===== config.mk =====
export PLATFORM = sky130hd
export DESIGN_NAME = balance_robot_motor_mixer
export DESIGN_NICKNAME = d
export VERILOG_FILES = /design/src/hw/rtl/bmm_pkg.sv /design/src/hw/rtl/bmm_tilt.sv /design/src/hw/rtl/bmm_turn.sv /design/src/hw/rtl/bmm_speed.sv /design/src/hw/rtl/balance_robot_motor_mixer.sv
export SDC_FILE = /design/constraint.sdc
export NUM_CORES = 2
export LEC_CHECK = 0
export BUFFER_PORTS_ARGS = -buffer_cell sky130_fd_sc_hd__buf_4
export CAP_MARGIN = 5
export CELL_PAD_IN_SITES_DETAIL_PLACEMENT = 0
export CELL_PAD_IN_SITES_GLOBAL_PLACEMENT = 2
export CORE_MARGIN = 5
export CORE_UTILIZATION = 35
export DETAILED_ROUTE_END_ITERATION = 10
export PLACE_DENSITY_LB_ADDON = 0.1
export RECOVER_POWER = 100
export SETUP_SLACK_MARGIN = 0.1
export SYNTH_ARGS = -nofsm -noshare
export SYNTH_HDL_FRONTEND = slang
export SYNTH_HIERARCHICAL = 1
export SYNTH_SLANG_ARGS = --single-unit
export TNS_END_PERCENT = 10

===== constraint.sdc =====
create_clock -name clk -period 9.3 [get_ports clk]
set_clock_uncertainty 0.2 [all_clocks]
set_input_delay 0.465 -clock clk [delete_from_list [all_inputs] [get_ports clk]]
set_output_delay 0.465 -clock clk [all_outputs]
set_load 0.005 [all_outputs]

===== src/hw/rtl/bmm_pkg.sv =====
// Shared types, constants and helpers for the balance robot motor mixer.
`timescale 1ns / 1ps
`default_nettype none

package bmm_pkg;

	// Configuration port geometry
	localparam int unsigned CFG_W = 16;
	localparam int unsigned IDX_W = 3;

	// Configuration register indexes
	typedef enum logic [IDX_W-1:0] {
		REG_TILT_GAIN       = 3'd0,
		REG_TILT_RATE_GAIN  = 3'd1,
		REG_BALANCE_CENTER  = 3'd2,
		REG_SPEED_PROP_GAIN = 3'd3,
		REG_SPEED_INT_GAIN  = 3'd4,
		REG_HEADING_GAIN    = 3'd5,
		REG_TURN_RATE_GAIN  = 3'd6
	} cfg_reg_t;

	// Turn mode codes; the remaining codes hold the last turn term
	typedef enum logic [1:0] {
		TURN_RATE    = 2'd0,
		TURN_HEADING = 2'd1
	} turn_mode_t;

	// Register reset values (gains are unsigned Q8.8)
	localparam logic [15:0]        TILT_GAIN_RST       = 16'd23040;
	localparam logic [15:0]        TILT_RATE_GAIN_RST  = 16'd256;
	localparam logic signed [14:0] BALANCE_CENTER_RST  = -15'sd384;
	localparam logic [15:0]        SPEED_PROP_GAIN_RST = 16'd2560;
	localparam logic [15:0]        SPEED_INT_GAIN_RST  = 16'd256;
	localparam logic [15:0]        HEADING_GAIN_RST    = 16'd2560;
	localparam logic [15:0]        TURN_RATE_GAIN_RST  = 16'd2560;

	// Default tuning of the speed loop
	localparam int unsigned SPEED_DIVIDE_DEF   = 20;
	localparam int unsigned INTEGRAL_LIMIT_DEF = 150;

	// Fixed constants
	localparam int TURN_LIMIT   = 500;
	localparam int FULL_TURN    = 23040;   // 360 deg in 1/64 deg
	localparam int HALF_TURN    = 11520;   // 180 deg in 1/64 deg
	localparam int GYRO_BIAS_X5 = 1056;    // 5 x 3.3 deg/s in 1/64 deg/s
	localparam int DIV5_MAGIC   = 209716;  // ceil(2^20 / 5), exact below 2^18
	localparam int TILT_SAT_MAG = 163840;  // 5 x 32768, |x|/16384 at saturation

	// Pipeline advance and state update strobes from the top level
	typedef struct packed {
		logic adv_s2;
		logic adv_s3;
		logic adv_s4;
		logic upd_s2;
		logic upd_s3;
	} stage_ctl_t;

	// Saturate a 32-bit signed value to 16 bits
	function automatic logic signed [15:0] sat16(input logic signed [31:0] v);
		logic signed [15:0] r;
		if (v > 32'sd32767) begin
			r = 16'sh7FFF;
		end else if (v < -32'sd32768) begin
			r = 16'sh8000;
		end else begin
			r = v[15:0];
		end
		return r;
	endfunction

endpackage

`default_nettype wire


===== src/hw/rtl/bmm_tilt.sv =====
// Angle PD term: products, truncating divide by 81920, 16-bit saturation.
`timescale 1ns / 1ps
`default_nettype none

module bmm_tilt (
	input  wire logic                clk,
	input  wire bmm_pkg::stage_ctl_t ctl,
	input  wire logic [15:0]         tilt_gain,
	input  wire logic [15:0]         tilt_rate_gain,
	input  wire logic signed [14:0]  balance_center,
	input  wire logic signed [14:0]  angle_s1,
	input  wire logic signed [17:0]  rate_s1,
	output logic signed [15:0]       tilt_s4
);

	logic signed [15:0] diff;
	logic signed [20:0] rate_x;
	logic signed [20:0] rate5;
	logic signed [32:0] prod_a_s2;
	logic signed [37:0] prod_b_s2;

	logic signed [38:0] a_x;
	logic signed [38:0] b_x;
	logic signed [38:0] x_sum;
	logic [38:0]        x_mag;
	logic               neg_s3;
	logic               big_s3;
	logic [17:0]        m_s3;

	logic [35:0]        q_prod;
	logic [14:0]        q_mag;

	// Stage 2: angle error and bias-corrected rate products
	assign diff   = $signed({angle_s1[14], angle_s1}) - $signed({balance_center[14], balance_center});
	assign rate_x = $signed({{3{rate_s1[17]}}, rate_s1});
	assign rate5  = (rate_x <<< 2) + rate_x - 21'(bmm_pkg::GYRO_BIAS_X5);

	always_ff @(posedge clk) begin
		if (ctl.adv_s2) begin
			prod_a_s2 <= diff * $signed({1'b0, tilt_gain});
			prod_b_s2 <= rate5 * $signed({1'b0, tilt_rate_gain});
		end
	end

	// Stage 3: 5*A - B, magnitude scaled by 1/16384, saturation test
	assign a_x   = $signed({{6{prod_a_s2[32]}}, prod_a_s2});
	assign b_x   = $signed({prod_b_s2[37], prod_b_s2});
	assign x_sum = (a_x <<< 2) + a_x - b_x;
	assign x_mag = x_sum[38] ? 39'(-x_sum) : 39'(x_sum);

	always_ff @(posedge clk) begin
		if (ctl.adv_s3) begin
			neg_s3 <= x_sum[38];
			big_s3 <= (x_mag[37:14] >= 24'(bmm_pkg::TILT_SAT_MAG));
			m_s3   <= x_mag[31:14];
		end
	end

	// Stage 4: divide by 5 through the reciprocal, then apply sign
	assign q_prod = m_s3 * 18'(bmm_pkg::DIV5_MAGIC);
	assign q_mag  = q_prod[34:20];

	always_ff @(posedge clk) begin
		if (ctl.adv_s4) begin
			if (big_s3) begin
				tilt_s4 <= neg_s3 ? 16'sh8000 : 16'sh7FFF;
			end else if (neg_s3) begin
				tilt_s4 <= -$signed({1'b0, q_mag});
			end else begin
				tilt_s4 <= $signed({1'b0, q_mag});
			end
		end
	end

endmodule

`default_nettype wire


===== src/hw/rtl/bmm_turn.sv =====
// Turn term: rate or heading mode, clamp to +-500, held between updates.
`timescale 1ns / 1ps
`default_nettype none

module bmm_turn (
	input  wire logic                clk,
	input  wire logic                arst_n,
	input  wire bmm_pkg::stage_ctl_t ctl,
	input  wire logic [15:0]         heading_gain,
	input  wire logic [15:0]         turn_rate_gain,
	input  wire logic signed [15:0]  yaw_s1,
	input  wire logic signed [15:0]  head_s1,
	input  wire logic [1:0]          mode_s1,
	input  wire logic signed [10:0]  trate_s1,
	output logic signed [9:0]        turn_s3
);

	localparam logic signed [16:0] FULL_P = 17'(bmm_pkg::FULL_TURN);
	localparam logic signed [16:0] HALF_P = 17'(bmm_pkg::HALF_TURN);
	localparam logic signed [31:0] LIM_P  = 32'(bmm_pkg::TURN_LIMIT);

	logic signed [16:0] err;
	logic signed [16:0] err_wrap;
	logic               wrap_ok;
	logic [15:0]        gain_sel;
	logic signed [14:0] opnd_sel;
	logic               hd_sel;
	logic               load_sel;

	logic [15:0]        gain_s2;
	logic signed [14:0] opnd_s2;
	logic               hd_s2;
	logic               load_s2;

	logic signed [31:0] prod;
	logic signed [31:0] quot;
	logic signed [9:0]  turn_new;
	logic signed [9:0]  held_turn_q;

	// Heading error wrapped once into [-180, 180) degrees
	assign err = $signed({yaw_s1[15], yaw_s1}) - $signed({head_s1[15], head_s1});

	always_comb begin
		err_wrap = err;
		wrap_ok  = 1'b1;
		if (err >= -FULL_P && err < -HALF_P) begin
			err_wrap = err + FULL_P;
		end else if (err >= -HALF_P && err < HALF_P) begin
			err_wrap = err;
		end else if (err >= HALF_P && err <= FULL_P) begin
			err_wrap = err - FULL_P;
		end else begin
			wrap_ok = 1'b0;
		end
	end

	// Operand and gain select for the shared multiplier
	always_comb begin
		gain_sel = turn_rate_gain;
		opnd_sel = $signed({{4{trate_s1[10]}}, trate_s1});
		hd_sel   = 1'b0;
		load_sel = 1'b0;
		case (bmm_pkg::turn_mode_t'(mode_s1))
			bmm_pkg::TURN_RATE: begin
				load_sel = 1'b1;
			end
			bmm_pkg::TURN_HEADING: begin
				gain_sel = heading_gain;
				opnd_sel = err_wrap[14:0];
				hd_sel   = 1'b1;
				load_sel = wrap_ok;
			end
			default: begin
				load_sel = 1'b0;
			end
		endcase
	end

	always_ff @(posedge clk) begin
		if (ctl.adv_s2) begin
			gain_s2 <= gain_sel;
			opnd_s2 <= opnd_sel;
			hd_s2   <= hd_sel;
			load_s2 <= load_sel;
		end
	end

	// Stage 3: product, truncate toward zero, clamp
	assign prod = opnd_s2 * $signed({1'b0, gain_s2});

	always_comb begin
		if (hd_s2) begin
			quot = (prod + (prod[31] ? 32'sd16383 : 32'sd0)) >>> 14;
		end else begin
			quot = (prod + (prod[31] ? 32'sd255 : 32'sd0)) >>> 8;
		end
		if (quot > LIM_P) begin
			turn_new = LIM_P[9:0];
		end else if (quot < -LIM_P) begin
			turn_new = 10'(-LIM_P);
		end else begin
			turn_new = quot[9:0];
		end
	end

	// Held turn term
	always_ff @(posedge clk or negedge arst_n) begin
		if (!arst_n) begin
			held_turn_q <= '0;
		end else if (ctl.upd_s3 && load_s2) begin
			held_turn_q <= turn_new;
		end
	end

	assign turn_s3 = held_turn_q;

endmodule

`default_nettype wire


===== src/hw/rtl/bmm_speed.sv =====
// Speed PI term: decimation counter, clamped integral, held output.
`timescale 1ns / 1ps
`default_nettype none

module bmm_speed #(
	parameter int unsigned SPEED_DIVIDE   = bmm_pkg::SPEED_DIVIDE_DEF,
	parameter int unsigned INTEGRAL_LIMIT = bmm_pkg::INTEGRAL_LIMIT_DEF
) (
	input  wire logic                clk,
	input  wire logic                arst_n,
	input  wire bmm_pkg::stage_ctl_t ctl,
	input  wire logic [15:0]         speed_prop_gain,
	input  wire logic [15:0]         speed_int_gain,
	input  wire logic signed [8:0]   starget_s1,
	input  wire logic signed [12:0]  wsum_s1,
	output logic signed [15:0]       speed_s3
);

	localparam int unsigned CNT_W = $clog2(SPEED_DIVIDE + 1);
	localparam int unsigned IW    = $clog2(INTEGRAL_LIMIT + 1) + 1;
	localparam logic signed [14:0] LIM_P = 15'(INTEGRAL_LIMIT);

	logic [CNT_W-1:0]        count_q;
	logic [CNT_W-1:0]        count_inc;
	logic                    tick;
	logic signed [IW-1:0]    integral_q;
	logic signed [13:0]      perr;
	logic signed [14:0]      isum;
	logic signed [IW-1:0]    integral_new;

	logic signed [13:0]      perr_s2;
	logic signed [IW-1:0]    integ_s2;
	logic                    tick_s2;

	logic signed [31:0]      prod_p;
	logic signed [31:0]      prod_i;
	logic signed [31:0]      psum;
	logic signed [31:0]      quot;
	logic signed [15:0]      held_speed_q;

	// Stage 2: speed error and integral with clamp
	assign perr      = $signed({{5{starget_s1[8]}}, starget_s1}) - $signed({wsum_s1[12], wsum_s1});
	assign count_inc = count_q + 1'b1;
	assign tick      = (count_inc >= CNT_W'(SPEED_DIVIDE));
	assign isum      = $signed({{(15-IW){integral_q[IW-1]}}, integral_q}) + $signed({perr[13], perr});

	always_comb begin
		if (isum > LIM_P) begin
			integral_new = LIM_P[IW-1:0];
		end else if (isum < -LIM_P) begin
			integral_new = IW'(-LIM_P);
		end else begin
			integral_new = isum[IW-1:0];
		end
	end

	// Decimation counter and integral state
	always_ff @(posedge clk or negedge arst_n) begin
		if (!arst_n) begin
			count_q    <= '0;
			integral_q <= '0;
		end else if (ctl.upd_s2) begin
			if (tick) begin
				count_q    <= '0;
				integral_q <= integral_new;
			end else begin
				count_q <= count_inc;
			end
		end
	end

	always_ff @(posedge clk) begin
		if (ctl.adv_s2) begin
			perr_s2  <= perr;
			integ_s2 <= integral_new;
			tick_s2  <= tick;
		end
	end

	// Stage 3: PI products, truncate toward zero, saturate
	assign prod_p = perr_s2 * $signed({1'b0, speed_prop_gain});
	assign prod_i = integ_s2 * $signed({1'b0, speed_int_gain});
	assign psum   = prod_p + prod_i;
	assign quot   = (psum + (psum[31] ? 32'sd255 : 32'sd0)) >>> 8;

	// Held speed term
	always_ff @(posedge clk or negedge arst_n) begin
		if (!arst_n) begin
			held_speed_q <= '0;
		end else if (ctl.upd_s3 && tick_s2) begin
			held_speed_q <= bmm_pkg::sat16(quot);
		end
	end

	assign speed_s3 = held_speed_q;

endmodule

`default_nettype wire


===== src/hw/rtl/balance_robot_motor_mixer.sv =====
// Top level of the two-wheel balance robot motor mixer.
//
// One input transaction carries one control tick: tilt angle, pitch rate,
// heading, turn command, speed command and wheel speed sum, plus the
// running flag. Each tick yields one output transaction with both motor
// drives and the tilt, speed and turn terms.
// Channels use valid/ready; a new tick is taken every cycle while in_ready is
// high, and an accepted tick passes in order through a 5-stage pipeline (input
// register, products, sums, divide/turn/speed hold, output mix) to the result register.
// When the receiver stalls the pipeline fills; in_ready drops only while
// a finished result waits in the output register and every stage is full.
// Bubbles are squeezed out as items move forward.
// Configuration registers are written through cfg_we/cfg_index/cfg_data
// with no wait; write them only while no tick is in flight.
// Reset clears the pipeline, the decimation counter, the speed integral
// and the held speed and turn terms, and loads the register defaults.
// A stopped tick (running low) gives all-zero outputs and changes no state.
`timescale 1ns / 1ps
`default_nettype none

module balance_robot_motor_mixer #(
	parameter int unsigned SPEED_DIVIDE   = bmm_pkg::SPEED_DIVIDE_DEF,
	parameter int unsigned INTEGRAL_LIMIT = bmm_pkg::INTEGRAL_LIMIT_DEF
) (
	input  wire logic                      clk,
	input  wire logic                      arst_n,
	// configuration write port
	input  wire logic                      cfg_we,
	input  wire logic [bmm_pkg::IDX_W-1:0] cfg_index,
	input  wire logic [bmm_pkg::CFG_W-1:0] cfg_data,
	// input channel
	input  wire logic                      in_valid,
	output logic                           in_ready,
	input  wire logic                      running,
	input  wire logic signed [14:0]        tilt_angle,
	input  wire logic signed [17:0]        tilt_rate,
	input  wire logic signed [15:0]        yaw_angle,
	input  wire logic signed [15:0]        heading_target,
	input  wire logic [1:0]                turn_mode,
	input  wire logic signed [10:0]        turn_rate_target,
	input  wire logic signed [8:0]         speed_cmd,
	input  wire logic signed [12:0]        wheel_speed_sum,
	// output channel
	output logic                           out_valid,
	input  wire logic                      out_ready,
	output logic signed [15:0]             left_drive,
	output logic signed [15:0]             right_drive,
	output logic signed [15:0]             tilt_term,
	output logic signed [15:0]             speed_term,
	output logic signed [9:0]              turn_term
);

	// Configuration registers
	logic [15:0]        tilt_gain_q;
	logic [15:0]        tilt_rate_gain_q;
	logic signed [14:0] balance_center_q;
	logic [15:0]        speed_prop_gain_q;
	logic [15:0]        speed_int_gain_q;
	logic [15:0]        heading_gain_q;
	logic [15:0]        turn_rate_gain_q;

	// Pipeline valids and running flags
	logic v_s1, v_s2, v_s3, v_s4, v_s5;
	logic run_s1, run_s2, run_s3, run_s4;
	logic adv_s1, adv_s2, adv_s3, adv_s4, adv_s5;
	bmm_pkg::stage_ctl_t ctl;

	// Input register payload
	logic signed [14:0] angle_s1;
	logic signed [17:0] rate_s1;
	logic signed [15:0] yaw_s1;
	logic signed [15:0] head_s1;
	logic [1:0]         mode_s1;
	logic signed [10:0] trate_s1;
	logic signed [8:0]  starget_s1;
	logic signed [12:0] wsum_s1;

	// Term values
	logic signed [15:0] tilt_s4;
	logic signed [9:0]  turn_s3;
	logic signed [15:0] speed_s3;
	logic signed [9:0]  turn_s4;
	logic signed [15:0] speed_s4;

	// Output mix
	logic signed [31:0] base_sum;
	logic signed [31:0] left_sum;
	logic signed [31:0] right_sum;

	logic signed [15:0] left_s5;
	logic signed [15:0] right_s5;
	logic signed [15:0] tilt_s5;
	logic signed [15:0] speed_s5;
	logic signed [9:0]  turn_s5;

	// Configuration writes
	always_ff @(posedge clk or negedge arst_n) begin
		if (!arst_n) begin
			tilt_gain_q       <= bmm_pkg::TILT_GAIN_RST;
			tilt_rate_gain_q  <= bmm_pkg::TILT_RATE_GAIN_RST;
			balance_center_q  <= bmm_pkg::BALANCE_CENTER_RST;
			speed_prop_gain_q <= bmm_pkg::SPEED_PROP_GAIN_RST;
			speed_int_gain_q  <= bmm_pkg::SPEED_INT_GAIN_RST;
			heading_gain_q    <= bmm_pkg::HEADING_GAIN_RST;
			turn_rate_gain_q  <= bmm_pkg::TURN_RATE_GAIN_RST;
		end else if (cfg_we) begin
			case (bmm_pkg::cfg_reg_t'(cfg_index))
				bmm_pkg::REG_TILT_GAIN:       tilt_gain_q       <= cfg_data;
				bmm_pkg::REG_TILT_RATE_GAIN:  tilt_rate_gain_q  <= cfg_data;
				bmm_pkg::REG_BALANCE_CENTER:  balance_center_q  <= cfg_data[14:0];
				bmm_pkg::REG_SPEED_PROP_GAIN: speed_prop_gain_q <= cfg_data;
				bmm_pkg::REG_SPEED_INT_GAIN:  speed_int_gain_q  <= cfg_data;
				bmm_pkg::REG_HEADING_GAIN:    heading_gain_q    <= cfg_data;
				bmm_pkg::REG_TURN_RATE_GAIN:  turn_rate_gain_q  <= cfg_data;
				default: begin
				end
			endcase
		end
	end

	// Stage advance: a stage moves when it is empty or the next one moves
	assign adv_s5 = !v_s5 || out_ready;
	assign adv_s4 = !v_s4 || adv_s5;
	assign adv_s3 = !v_s3 || adv_s4;
	assign adv_s2 = !v_s2 || adv_s3;
	assign adv_s1 = !v_s1 || adv_s2;
	assign in_ready = adv_s1;

	assign ctl.adv_s2 = adv_s2;
	assign ctl.adv_s3 = adv_s3;
	assign ctl.adv_s4 = adv_s4;
	assign ctl.upd_s2 = adv_s2 && v_s1 && run_s1;
	assign ctl.upd_s3 = adv_s3 && v_s2 && run_s2;

	// Valid and running flags
	always_ff @(posedge clk or negedge arst_n) begin
		if (!arst_n) begin
			v_s1   <= 1'b0;
			v_s2   <= 1'b0;
			v_s3   <= 1'b0;
			v_s4   <= 1'b0;
			v_s5   <= 1'b0;
			run_s1 <= 1'b0;
			run_s2 <= 1'b0;
			run_s3 <= 1'b0;
			run_s4 <= 1'b0;
		end else begin
			if (adv_s1) begin
				v_s1   <= in_valid;
				run_s1 <= running;
			end
			if (adv_s2) begin
				v_s2   <= v_s1;
				run_s2 <= run_s1;
			end
			if (adv_s3) begin
				v_s3   <= v_s2;
				run_s3 <= run_s2;
			end
			if (adv_s4) begin
				v_s4   <= v_s3;
				run_s4 <= run_s3;
			end
			if (adv_s5) begin
				v_s5 <= v_s4;
			end
		end
	end

	// Input register
	always_ff @(posedge clk) begin
		if (adv_s1 && in_valid) begin
			angle_s1   <= tilt_angle;
			rate_s1    <= tilt_rate;
			yaw_s1     <= yaw_angle;
			head_s1    <= heading_target;
			mode_s1    <= turn_mode;
			trate_s1   <= turn_rate_target;
			starget_s1 <= speed_cmd;
			wsum_s1    <= wheel_speed_sum;
		end
	end

	bmm_tilt u_tilt (
		.clk            (clk),
		.ctl            (ctl),
		.tilt_gain      (tilt_gain_q),
		.tilt_rate_gain (tilt_rate_gain_q),
		.balance_center (balance_center_q),
		.angle_s1       (angle_s1),
		.rate_s1        (rate_s1),
		.tilt_s4        (tilt_s4)
	);

	bmm_turn u_turn (
		.clk            (clk),
		.arst_n         (arst_n),
		.ctl            (ctl),
		.heading_gain   (heading_gain_q),
		.turn_rate_gain (turn_rate_gain_q),
		.yaw_s1         (yaw_s1),
		.head_s1        (head_s1),
		.mode_s1        (mode_s1),
		.trate_s1       (trate_s1),
		.turn_s3        (turn_s3)
	);

	bmm_speed #(
		.SPEED_DIVIDE   (SPEED_DIVIDE),
		.INTEGRAL_LIMIT (INTEGRAL_LIMIT)
	) u_speed (
		.clk             (clk),
		.arst_n          (arst_n),
		.ctl             (ctl),
		.speed_prop_gain (speed_prop_gain_q),
		.speed_int_gain  (speed_int_gain_q),
		.starget_s1      (starget_s1),
		.wsum_s1         (wsum_s1),
		.speed_s3        (speed_s3)
	);

	// Align turn and speed with the tilt divide stage
	always_ff @(posedge clk) begin
		if (adv_s4) begin
			turn_s4  <= turn_s3;
			speed_s4 <= speed_s3;
		end
	end

	// Output mix: tilt - speed +/- turn, saturated
	assign base_sum  = $signed({{16{tilt_s4[15]}}, tilt_s4}) - $signed({{16{speed_s4[15]}}, speed_s4});
	assign left_sum  = base_sum + $signed({{22{turn_s4[9]}}, turn_s4});
	assign right_sum = base_sum - $signed({{22{turn_s4[9]}}, turn_s4});

	always_ff @(posedge clk) begin
		if (adv_s5) begin
			if (run_s4) begin
				left_s5  <= bmm_pkg::sat16(left_sum);
				right_s5 <= bmm_pkg::sat16(right_sum);
				tilt_s5  <= tilt_s4;
				speed_s5 <= speed_s4;
				turn_s5  <= turn_s4;
			end else begin
				left_s5  <= '0;
				right_s5 <= '0;
				tilt_s5  <= '0;
				speed_s5 <= '0;
				turn_s5  <= '0;
			end
		end
	end

	assign out_valid   = v_s5;
	assign left_drive  = left_s5;
	assign right_drive = right_s5;
	assign tilt_term   = tilt_s5;
	assign speed_term  = speed_s5;
	assign turn_term   = turn_s5;

endmodule

`default_nettype wire


Yosys cells after proc, flatten, opt, wreduce, memory -nomap -nowiden
Index checks and enable logic that the tools add are counted.
{"block": "op_classes", "n_bitwise": 1, "n_lt_le_gt_ge": 18, "eq_ne": 7, "reduce_logical": 32, "multipliers": 6, "mux": 29, "add_sub_neg": 20}
{"cell": "16-bit 2-to-1 mux", "count": 8}
{"cell": "32-bit adder", "count": 3}
{"cell": "15-bit 2-to-1 mux", "count": 6}
{"cell": "36-bit by 38-bit subtractor with 39-bit output", "count": 1}
{"cell": "21-bit by 17-bit multiplier with 38-bit output", "count": 1}
{"cell": "38-bit 2-to-1 mux", "count": 1}
{"cell": "38-bit negation", "count": 1}
{"cell": "35-bit by 33-bit adder with 36-bit output", "count": 1}
{"cell": "18-bit by 16-bit > comparator with 1-bit output, second input constant", "count": 2}
{"cell": "18-bit by 16-bit less-than comparator with 1-bit output, second input constant", "count": 2}
{"cell": "17-bit by 15-bit >= comparator with 1-bit output, second input constant", "count": 2}
{"cell": "17-bit by 15-bit less-than comparator with 1-bit output, second input constant", "count": 2}
{"cell": "16-bit by 16-bit subtractor with 17-bit output", "count": 2}
{"cell": "16-bit by 17-bit multiplier with 33-bit output", "count": 1}
{"cell": "18-bit by 16-bit multiplier with 33-bit output, second input constant", "count": 1}
{"cell": "32-bit by 9-bit adder with 32-bit output", "count": 1}
{"cell": "32-bit by 10-bit > comparator with 1-bit output, second input constant", "count": 1}
{"cell": "32-bit by 10-bit less-than comparator with 1-bit output, second input constant", "count": 1}
{"cell": "15-bit by 17-bit multiplier with 32-bit output", "count": 1}
{"cell": "32-bit 2-to-1 mux", "count": 1}
{"cell": "14-bit by 17-bit multiplier with 31-bit output", "count": 1}
{"cell": "9-bit by 17-bit multiplier with 26-bit output", "count": 1}
{"cell": "24-bit by 18-bit >= comparator with 1-bit output, second input constant", "count": 1}
{"cell": "24-bit by 16-bit > comparator with 1-bit output, second input constant", "count": 1}
{"cell": "36 further kinds", "count": 70}
{"block": "word_totals", "out_inout_bits": 76, "reg_bits": 524, "wordCells": 163}

Longest topological paths before layout
{"block": "depth", "depth_word": 8, "depth_mapped": 39, "mapped_depth_nobuf": 38}

Hierarchy
Netlist, hierarchy kept.
{"module": "bmm_tilt", "n_inst": 1, "cells_per_inst": 4076, "area_each_um2": 36274.8}
{"module": "bmm_speed", "n_inst": 1, "cells_per_inst": 1895, "area_each_um2": 16985.0}
{"module": "balance_robot_motor_mixer", "n_inst": 1, "cells_per_inst": 955, "area_each_um2": 14018.4}
{"module": "bmm_turn", "n_inst": 1, "cells_per_inst": 1614, "area_each_um2": 13329.0}

Least setup slack after synthesis
Ideal clock, no wire load.
{"block": "synth_path", "kind": "register to register", "from": "reg rate_s1[1]", "to": "reg u_tilt.prod_b_s2[36], data pin", "path_stages_with_launch": 37, "path_buffers": 1, "slack_ns": -0.394, "period_less_slack_ns": 9.694, "t_arrival_ns": 9.232, "path_cell_list": "edfxtp_1 > ha_1 > ha_1 > fa_1 > a21o_1 > a21oi_1 > o21bai_1 > a21oi_1 > o21bai_1 > a21oi_1 > o21bai_1 > a21oi_1 > o21a_1 > o221ai_1 > nor3_1 > clkbuf_1 > nand2_1 > fa_1 > fa_1 > fa_1 > inv_1 > fa_1 > fa_1 > inv_1 > fa_1 > inv_1 > ha_1 > a21o_1 > a21oi_1 > nor2b_1 > or4_1 > o221ai_1 > o211a_1 > a21oi_1 > a211o_1 > o31ai_1 > xnor2_1"}
{"block": "synth_via", "elab_chain_cells": 3}
{"element": "start: declaration", "line": "balance_robot_motor_mixer.sv:70", "text": "logic signed [17:0] rate_s1;"}
{"element": "start signal: assignment", "line": "balance_robot_motor_mixer.sv:174", "text": "rate_s1 <= tilt_rate;"}
{"element": "20-bit by 18-bit adder with 21-bit output", "line": "bmm_tilt.sv:36", "text": "assign rate5 = (rate_x <<< 2) + rate_x - 21'(bmm_pkg::GYRO_BIAS_X5);"}
{"element": "21-bit by 12-bit subtractor with 21-bit output", "line": "bmm_tilt.sv:36"}
{"element": "21-bit by 17-bit multiplier with 38-bit output", "line": "bmm_tilt.sv:41", "text": "prod_b_s2 <= rate5 * $signed({1'b0, tilt_rate_gain});"}
{"element": "end signal: assignment", "line": "bmm_tilt.sv:41"}
{"element": "end: declaration", "line": "bmm_tilt.sv:20", "text": "logic signed [37:0] prod_b_s2;"}
Every way passes these cells.
A chain may end at the register's enable or synchronous reset.

Worst setup path in the final report
{"block": "layout_path", "from": "reg rate_s1[4]", "to": "reg u_tilt.prod_b_s2[36], data pin"}
The elaborated chain is that of the path after synthesis.

==> run metrics <==
Die H=just under 500 µm; CTS tree=yes; Setup TNS=0 ns; CTS H-tree depth=3; CP Launch Type=register; CP dominant cell by count=fa_1; syn nets=10600; commonest non-fill, non-tap cells in the layout=inv_1 (1698), fa_1 (1149), nand2_1 (976); Crit Path Max Fanout=3; Unique masters post-synth=147; failing checks=capacitance limit, slew limit; vias=just under 60000; Final min period=about 9 ns; PnR worst setup slack=approximately 0.33 ns; GP Congestion=0.834; Hold Violations, Final=0; sequential area share after synthesis=0.186; Main synth FF type=edfxtp_1; synthesis-to-layout area growth=14.1%; critical path class=register to register; Post-synth ARST share=0.305; EDFF count, synth=364; most common cell after layout, fill and taps aside=inv_1; slowest cell on the critical path=fa_1; FP Rows=176; worst skew pair latency=0.70 ns; clock tree buffer depth=3; Gate Count Post-Synth=8540; die width=490 µm; I/O Pins=201; drt drc=0; initial antenna violation count=27; Clock Pin Slew Worst Setup and Hold Paths=0.06 ns; HPWL after DPL=about 200000 µm; crit share post-route=0.965; Req. time, crit path=9.52 ns; vias in the first global route=64000; CP endpoint kind=register; root buf cell=clkbuf_16; gr ovfl total=0; synthesized flop and latch total=524; # Max-Cap Violations=15; slowest stage delay, CP=approximately 0.53 ns; worst-margin pin slew=between 4 and 5 ns; Fmax=111 MHz; port bufs=200; Yosys warning count=6; synthesized area=between 0.08 and 0.09 mm²; via/cell ratio=4.94; wire length per cell=19.9 µm; Initial DRC Count=2710; Slew Viols, Final=660; largest net degree at the start of global routing=75; status=finished with violations; total core area=0.230 mm²; unrepaired setup endpoints after global routing=yes; Initial Util=0.351; Place WS=-0.120 ns; Total Routing Usage GR=0.201; Post-Route WL=241000 µm; die area=0.240 mm²; Setup violations, final=0; Worst slew margin=-1.74; TritonCTS Buffers=71; CP arrival=9.19 ns; DR pass1 iterations=8; Nets=11100; first-pass GRT wire length=between 300000 and 400000 µm; Tightest Hold Check Type=primary input to register; layout cells sized above 1=0.125; Final ANT Viol Nets=0; Mean Syn Cell Area=9.44 µm²; # fillers=23100; Num Clock Sinks=524
through the flow:
| step | util | cells | hold WS (ns) | instance area [µm²] |
|---|---|---|---|---|
| 6_report | 0.400 | 12100 | 0.0727 | 92000 |
| 5_1_grt | 0.400 | 12100 | 0.0286 | 92000 |
| 4_1_cts | 0.395 | 12000 | 0.0182 | 90700 |
| 3_5_place_dp | 0.379 | 11800 | 0.243 | 87100 |
| 3_3_place_gp | 0.379 | 11800 | 0.238 | 87100 |
| 2_1_floorplan | - | 8540 | -0.0306 | 80600 |
cell families after synthesis:
group                    Yosys count  synth area share
multiplexers                     152            0.0210
adder cells (fa/ha/maj)         1967             0.413
AO/OA/AOI/OAI                   1109            0.0981
AND/OR/NAND/NOR                 2466             0.153
buffers and inverters           2032            0.0974
flip-flops                       524             0.186
XOR/XNOR                         290            0.0318
worst max-delay path: cells and delay by family, from the launching register on:
kind,cells,cell delay [ns]
compound gates,14,2.68
xor+xnor,1,0.10
fa+ha+maj,9,3.75
buf+inv,6,0.54
flops,1,0.39
mux,1,0.25
simple gates,4,0.86
cell type report:
cell class                 count  area [µm²]  area share
multi-input combinational   5984       58700       0.638
sequential                   524       15000       0.163
inverter                    1715        6440      0.0700
timing repair buffer         698        5590      0.0608
tap                         3026        3790      0.0412
clock buffer                  87        1980      0.0215
clock inverter                43         505     0.00550
antenna                        8        20.0    0.000218
sequential cells by signal, indices dropped and copies added, names as in the netlist, 18 cells and up:
| register | flops |
|---|---|
| rate_s1 | 18 |
| u_tilt/m_s3 | 18 |
| u_tilt/prod_a_s2 | 33 |
| u_tilt/prod_b_s2 | 38 |
final timing paths:
check | from | to | slack [ns] | depth (start not counted)
max | rate_s1[4] | u_tilt/prod_b_s2[36] | 0.33 | 35
min | cfg_data[4] | speed_int_gain_q[4] | 0.07 | 2
max reg2reg | rate_s1[4] | u_tilt/prod_b_s2[36] | 0.33 | 35
min reg2reg | u_turn/turn_s3[0] | turn_s4[0] | 0.26 | 0
max in group asynchronous | arst_n | heading_gain_q[5] | 1.76 | 4
min in group asynchronous | arst_n | speed_prop_gain_q[8] | 1.58 | 2
Yosys cell counts, drive strengths merged, types with 30 or more instances:
cell type	n	area (µm²)
mux2	136	1530
inv	1713	6430
and3	50	324
xnor2	211	1850
o21ai	210	1080
fa	1157	23200
nand4	45	282
a311oi	30	299
or2	39	246
clkbuf	253	952
or3	42	269
o211ai	35	293
buf	63	452
nand2	981	3680
nor3	97	490
o21bai	30	225
xor2	79	714
o21a	62	467
a211oi	51	425
nand3	140	706
and2	472	2960
nor2	306	1170
o31ai	60	581
nand2b	61	382
nor4	31	279
a31oi	46	288
edfxtp	364	10900
nor2b	74	468
a21oi	264	1400
ha	804	10100
dfrtp	141	3530
nor3b	33	253
a21o	88	674
per-layer routing:
layer / vias up / wire, µm / GRT usage
met5: - / 0 / 0
met4: 0 / 6230 / 0.0443
met3: 245 / 7310 / 0.0186
met2: 931 / 115000 / 0.345
met1: 30100 / 112000 / 0.277
li1: 28400 / - / -
repair_timing:
item,in CTS,in global routing
setup buffers,2,67
gates resized for setup,13,186
hold endpoints to repair,184,0
pin swaps,11,123
setup endpoints to repair,8,50
hold buffers,111,0
Power is not shown: default switching activity piles up to over one toggle a cycle in this logic, so the estimate is an artifact.
